File: config.mk
export PLATFORM = sky130hd
export DESIGN_NAME = pmm_fold2
export DESIGN_NICKNAME = d
export VERILOG_FILES = /design/src/rtl/pmm_pkg.sv /design/src/rtl/pmm_fold2.sv
export SDC_FILE = /design/constraint.sdc
export NUM_CORES = 1
export LEC_CHECK = 0
export ABC_AREA = 1
export BUFFER_PORTS_ARGS = -buffer_cell sky130_fd_sc_hd__buf_2
export CORE_MARGIN = 10
export CORE_UTILIZATION = 25
export CTS_CLUSTER_DIAMETER = 100
export CTS_CLUSTER_SIZE = 28
export DETAILED_ROUTE_END_ITERATION = 16
export RECOVER_POWER = 100
export SYNTH_ARGS = -nofsm -noshare
export SYNTH_HDL_FRONTEND = slang
export SYNTH_SLANG_ARGS = --single-unit
export TNS_END_PERCENT = 20
File: constraint.sdc
create_clock -name clk -period 16.9 [get_ports clk]
set_input_delay 5.07 -clock clk [delete_from_list [all_inputs] [get_ports clk]]
set_output_delay 5.07 -clock clk [all_outputs]
set_load 0.01 [all_outputs]
File: src/rtl/pmm_pkg.sv
// ---------------------------------------------------------------------------
// pmm_pkg
// shared types, constants and modulus tables for the pseudo-Mersenne
// modular multiplier
// ---------------------------------------------------------------------------
package pmm_pkg;

  localparam int OPW        = 63;
  localparam int PIPE_DEPTH = 10;

  localparam logic [1:0] SEL_P0 = 2'd0;
  localparam logic [1:0] SEL_P1 = 2'd1;
  localparam logic [1:0] SEL_P2 = 2'd2;

  localparam logic [1:0] MODSEL_RST = SEL_P1;

  localparam logic REG_MODSEL = 1'b0;

  localparam logic [OPW-1:0] OPERAND_BOUND = 63'd4611686018428010497;

  localparam logic [OPW-1:0] PRIME0 = 63'd1152921504606904321;
  localparam logic [OPW-1:0] PRIME1 = 63'd4611686018427494401;
  localparam logic [OPW-1:0] PRIME2 = 63'd4611686018428010497;

  localparam logic [19:0] CONST0 = 20'd57345;
  localparam logic [19:0] CONST1 = 20'd106497;
  localparam logic [19:0] CONST2 = 20'd622593;

  typedef struct packed {
    logic [OPW-1:0] operand_a;
    logic [OPW-1:0] operand_b;
  } pmm_in_t;

  typedef struct packed {
    logic [OPW-1:0] residue;
    logic           range_error;
  } pmm_out_t;

  typedef struct packed {
    logic       vld;
    logic [1:0] sel;
    logic       err;
  } pmm_ctl_t;

  function automatic logic [19:0] sel_c(input logic [1:0] sel);
    logic [19:0] c;
    unique case (sel)
      SEL_P0:  c = CONST0;
      SEL_P1:  c = CONST1;
      default: c = CONST2;
    endcase
    return c;
  endfunction

  function automatic logic [OPW-1:0] sel_p(input logic [1:0] sel);
    logic [OPW-1:0] p;
    unique case (sel)
      SEL_P0:  p = PRIME0;
      SEL_P1:  p = PRIME1;
      default: p = PRIME2;
    endcase
    return p;
  endfunction

  // k = 60 for the small prime, 62 otherwise
  function automatic logic sel_k60(input logic [1:0] sel);
    return sel == SEL_P0;
  endfunction

endpackage

File: src/rtl/pmm_fold2.sv
// ---------------------------------------------------------------------------
// pmm_fold2
// second fold: z = (y mod 2^k) - c * (y >> k), plus p once if negative;
// drives the registered result
// ---------------------------------------------------------------------------
module pmm_fold2 import pmm_pkg::*; (
  input  logic        clk,
  input  logic        rst_n,
  input  pmm_ctl_t    in_ctl,
  input  logic [82:0] in_y,
  output logic        out_vld,
  output pmm_out_t    out_res
);

  pmm_ctl_t       ctl_h_r, ctl_i_r, ctl_j_r;
  logic           k60;
  logic [22:0]    t;
  logic [61:0]    m;

  logic [42:0]    ct_r, ct_nxt;
  logic [61:0]    m_r;
  logic [63:0]    d64;
  logic [OPW-1:0] d_r;
  logic           neg_r;
  logic [OPW-1:0] res_r, res_nxt;

  assign k60 = sel_k60(in_ctl.sel);
  assign t   = k60 ? in_y[82:60] : {2'b0, in_y[82:62]};
  assign m   = k60 ? {2'b0, in_y[59:0]} : in_y[61:0];

  assign ct_nxt = 43'(t) * 43'(sel_c(in_ctl.sel));

  assign d64 = {2'b0, m_r} - {21'b0, ct_r};

  assign res_nxt = neg_r ? d_r + sel_p(ctl_i_r.sel) : d_r;

  always_ff @(posedge clk) begin
    if (!rst_n) begin
      ctl_h_r <= '0;
      ctl_i_r <= '0;
      ctl_j_r <= '0;
    end else begin
      ctl_h_r <= in_ctl;
      ctl_i_r <= ctl_h_r;
      ctl_j_r <= ctl_i_r;
    end
  end

  always_ff @(posedge clk) begin
    ct_r  <= ct_nxt;
    m_r   <= m;
    d_r   <= d64[62:0];
    neg_r <= d64[63];
    res_r <= res_nxt;
  end

  assign out_vld             = ctl_j_r.vld;
  assign out_res.residue     = res_r;
  assign out_res.range_error = ctl_j_r.err;

endmodule

# Word-level counts from Yosys, hierarchy flattened
# Cells that the tools add are included.
# op_classes
addsub	2
multipliers	1
n_eq_ne	2
muxes	4
n_reduce_logical	2
# op_table
operator	n
case mux 63 bit (2 select lines)	1
adder 63 bit	1
two-way mux 63 bit	1
subtractor 62 x 43 -> 63 bit	1
multiplier 23 x 20 -> 43 bit	1
case mux 20 bit (2 select lines)	1
two-way mux 23 bit	1
equality test 2 x 1 -> 1 bit, second input constant	2
zero test 2 bit	2
# totals
reg_bits	242
input_bits	89
output_inout_bits	65
word_cells	25

# Logic depth before layout (Yosys ltp)
# depth
depth_word	4
ltp_mapped	28
ltp_nobuf	27

# Least setup slack after synthesis
# Ideal clock, no wire load.
# synth_path
kind	in2reg
start	input in_ctl[2] (netlist bit)
end	register ct_r[35]
arrival_time_ns	9.981
required_ns	16.780
path_slack_ns	6.799
path_stages	24
cell_sequence	nor2_2 > clkinv_1 > clkbuf_1 > a21oi_1 > fa_1 > inv_1 > ha_1 > fa_1 > inv_1 > fa_1 > inv_1 > ha_1 > ha_1 > inv_1 > fa_1 > inv_1 > ha_1 > nand2_1 > inv_1 > a21oi_1 > o21ai_0 > nand2_1 > nand3_1 > xor2_1
# synth_between
elab_chain_len	3
word_cells_on_any_way	5
# synth_lines
element	line	rtl
start, declared	pmm_fold2.sv:9	input pmm_ctl_t in_ctl,
equality test 2 x 1 -> 1 bit or zero test 2 bit (tied branches)	pmm_pkg.sv:47, pmm_pkg.sv:67	
case mux 20 bit (2 select lines) or two-way mux 23 bit (tied branches)	pmm_pkg.sv:47, pmm_fold2.sv:28	
multiplier 23 x 20 -> 43 bit *	pmm_fold2.sv:31	assign ct_nxt = 43'(t) * 43'(sel_c(in_ctl.sel));
net ct_nxt[35]	pmm_fold2.sv:20	logic [42:0] ct_r, ct_nxt;
end signal, assigned	pmm_fold2.sv:50	ct_r <= ct_nxt;
end, declared	pmm_fold2.sv:20	
# The timed path passes the listed nets; every way through them passes the cells marked *.
# A chain may end at the register's enable or synchronous reset.

# Worst setup path after layout
# layout_path
start	input in_ctl[2] (netlist bit)
end	register ct_r[28]
# The elaborated chain is that of the path after synthesis.

==> impl_results.md <==
* Main combinational cell family by area after synthesis: simple AND/OR/NAND/NOR gates
* Predominant post-synthesis flop cell: dfxtp_1
* # DRC at 0
* ANT nets after route at 0
* Async SR Flop Fraction at 0%
* Die Span X at 289.7 um
* Mapped Cells at ~2700
* Clock root buffer: clkbuf_16
* Routed WL per cell at around 16 um
* Vias in the first global route at 16260
* Filler cell count at 8123
* Final period utilization at between 70 and 80%
* GPL Wtd Cong at 0.9508
* Slew Limit Fails at 13
* Routed vias at between 15000 and 20000
* CTS resizes at 0
* Multi-input gate area at around 11000 sq um
* FF+latch count, synth at 241
* Share of the synthesized area in the top cell type at 26.53%
* Die height at 289.7 um
* Final #Nets at between 3000 and 4000
* Crit. End Element: flop
* H-tree Lvls at 1
* Synth Area in Adders at 21.59%
* Mux cell area share after synthesis at 0%
* # clock sinks at 241
* Routed wire length at 59970 um
* Register area at 4825 sq um
* CTS tree: done
* Layout area overhead at 12.06%
* Gr usage total at 14.13%
* Number of synthesized flops with an enable pin at 0
* Diode count at 0
* DR iter-0 viols at 1066
* Synth area leaders: dfxtp_1 27%, nand2_1 16%, ha_1 14%, inv_1 11%, fa_1 7.5%
* Vias per cell at 4.291
* XOR/XNOR Fraction of Synth Area at 4.239%
* Core box area at 71850 sq um
* Worst VDD drop at roughly 0.093 mV
* Number of max-cap violations at 1
* Crit path arrival time at 13.29 ns
* Setup TNS at 0 ns
* Initial Util at 25.31%
* Dpl hpwl at 52360 um
* Outcome: finished, violations left
* I/O pins at 154
* FMAX at 77.78 MHz
* Number of setup buffers added after CTS at 0
* Share of cells above drive strength 1 at 5.062%
* Pre-antenna DRT Iters at 5
* Crit path launch: in_ctl[2]
* R2r setup slk at 12.47 ns
* WP data required at 17.33 ns
* Final Hold Fails at 0
* Pwr/cell area at about 140 nW/um^2
* Relative slew slack at -25.92%
* Rows at between 90 and 100
* Largest net degree at the start of global routing at 33
* Synth unique cells at 40
* Failing checks: max-capacitance violations, max-slew violations
* Compound-Gate Fraction of Synth Area at 4.094%
* Worst hold slack at between 0.3 and 0.4 ns
* Pleak at between 10 and 15 nW
* Max clock buf depth at 3
* Num CTS Buffers at 14
* Cts hold-fix bufs at 0
* Mapped Area at 18180 sq um
* Initial antenna violation count at 2
* Worst skew pair latency at 0.53 ns
* Crit Path Max Fanout at 32
* HP Class: flop to flop
* First-pass GRT wire length at 91560 um
* Clock slew at reported path FFs at 0.12 ns
* Avg Cell Area, Syn at 6.770 sq um
* Skew final at 0.04236 ns
* IO buf count at ~150
* Post-synth top cells: 797 x nand2_1, 554 x inv_1, 273 x nor2_1
* Simple-gate area share of the yosys netlist at approximately 31%
* Grt total ovfl at 0
* Reg-to-Reg Start: d_r[62]
* Die area at 83920 sq um
* Cell taking the most area after synthesis: dfxtp_1
* Endpoints failing setup at 0
* Slew @ Worst Pin at 1.872 ns
* Synth warn at 0
* Count leader, synth: nand2_1
* Kind of critical path: input pin to flop
* RSZ-0062 raised after global routing: false
* Tmin final at approximately 13 ns
* CP startpoint kind: input pin
* Hold_sp: ctl_h_r[0]
* Register area share after synthesis at 26.53%
==> where the power goes <==
group          internal (mW)  switching [mW]  total (mW)
clock                  0.175           0.215       0.390
combinational          0.550            1.11        1.66
sequential             0.726           0.111       0.836
total                   1.45            1.44        2.89
==> placed cells by master (no fill, tap or decap), types with 27 or more instances in the layout <==
cell and count:
xor2_1 71, ha_1 205, inv_1 555, nor3_1 27, nand3_1 133, nand4_1 49
o21ai_0 31, nor2_1 278, dfxtp_1 241, fa_1 68, clkbuf_1 82, nand2_1 802
buf_2 74, a21oi_1 80
==> cells by family after synthesis <==
family / Yosys count
and+or+nand+nor: 1352
buffers and inverters: 594
adders and majority gates: 273
DFF: 241
AOI/OAI and AO/OA: 137
xor gates and xnor gates: 88
other: 1
==> flip-flops by register name, summed over array words and instances (netlist names) <==
register and flops:
ctl_i_r 4, ct_r 43, out_vld 1, m_r 62, res_r 63, d_r 63
out_res 1, ctl_h_r 4
==> layer usage <==
layer	vias to the layer above	track usage (%)	share of wire [%]	routed length (um)
met2	453	22.73	43	25890
met1	7271	19.11	47	28460
met4	4	3.518	2.6	1573
met3	70	2.765	6.7	4026
li1	8488	-	-	-
met5	-	0	0.045	27
==> path summary, 6_finish.rpt <==
kind / end / cells after the start
setup / recovery: ct_r[28] / 25
hold / removal: ctl_i_r[0] / 2
setup reg to reg: res_r[35] / 6
hold reg to reg: ctl_i_r[0] / 2
==> final cells by class <==
cell class | count | area share, %
clock buffer | 17 | 1.928
clock inverter | 4 | 0.3255
inverter | 574 | 10.57
multi-input combinational | 1854 | 54.35
sequential | 241 | 23.68
tap | 950 | 5.834
timing repair buffer | 155 | 3.310
==> metrics by stage <==
stage               setup WS (ns)  instances  cell area (sq um)  utilization [%]  power (mW)
finish                      4.044       3795              20380            28.36       2.886
global route                3.616       3795              20380            28.36       3.174
CTS                         5.641       3795              20540            28.58       2.913
detailed placement          5.076       3774              20080            27.94       2.507
global placement            5.222       3774              20080            27.94       2.513
floorplan                   6.799       2689              18200                -       1.958
==> worst max-delay path, stage by stage <==
cell and delay, ns:
clkbuf_1 0.55, nor2_2 0.26, clkbuf_1 1.02, clkinv_1 1.10
nor2_1 0.43, a21oi_1 0.16, fa_1 0.57, inv_1 0.04
ha_1 0.30, fa_1 0.53, inv_1 0.05, fa_1 0.52
inv_1 0.04, ha_1 0.29, ha_1 0.30, inv_1 0.06
fa_1 0.50, inv_1 0.05, ha_1 0.35, nand2_1 0.18
nor2_1 0.07, nor2_1 0.17, o21ai_0 0.14, a21oi_1 0.27
xnor2_1 0.21
(Power assumes the default switching activity.)
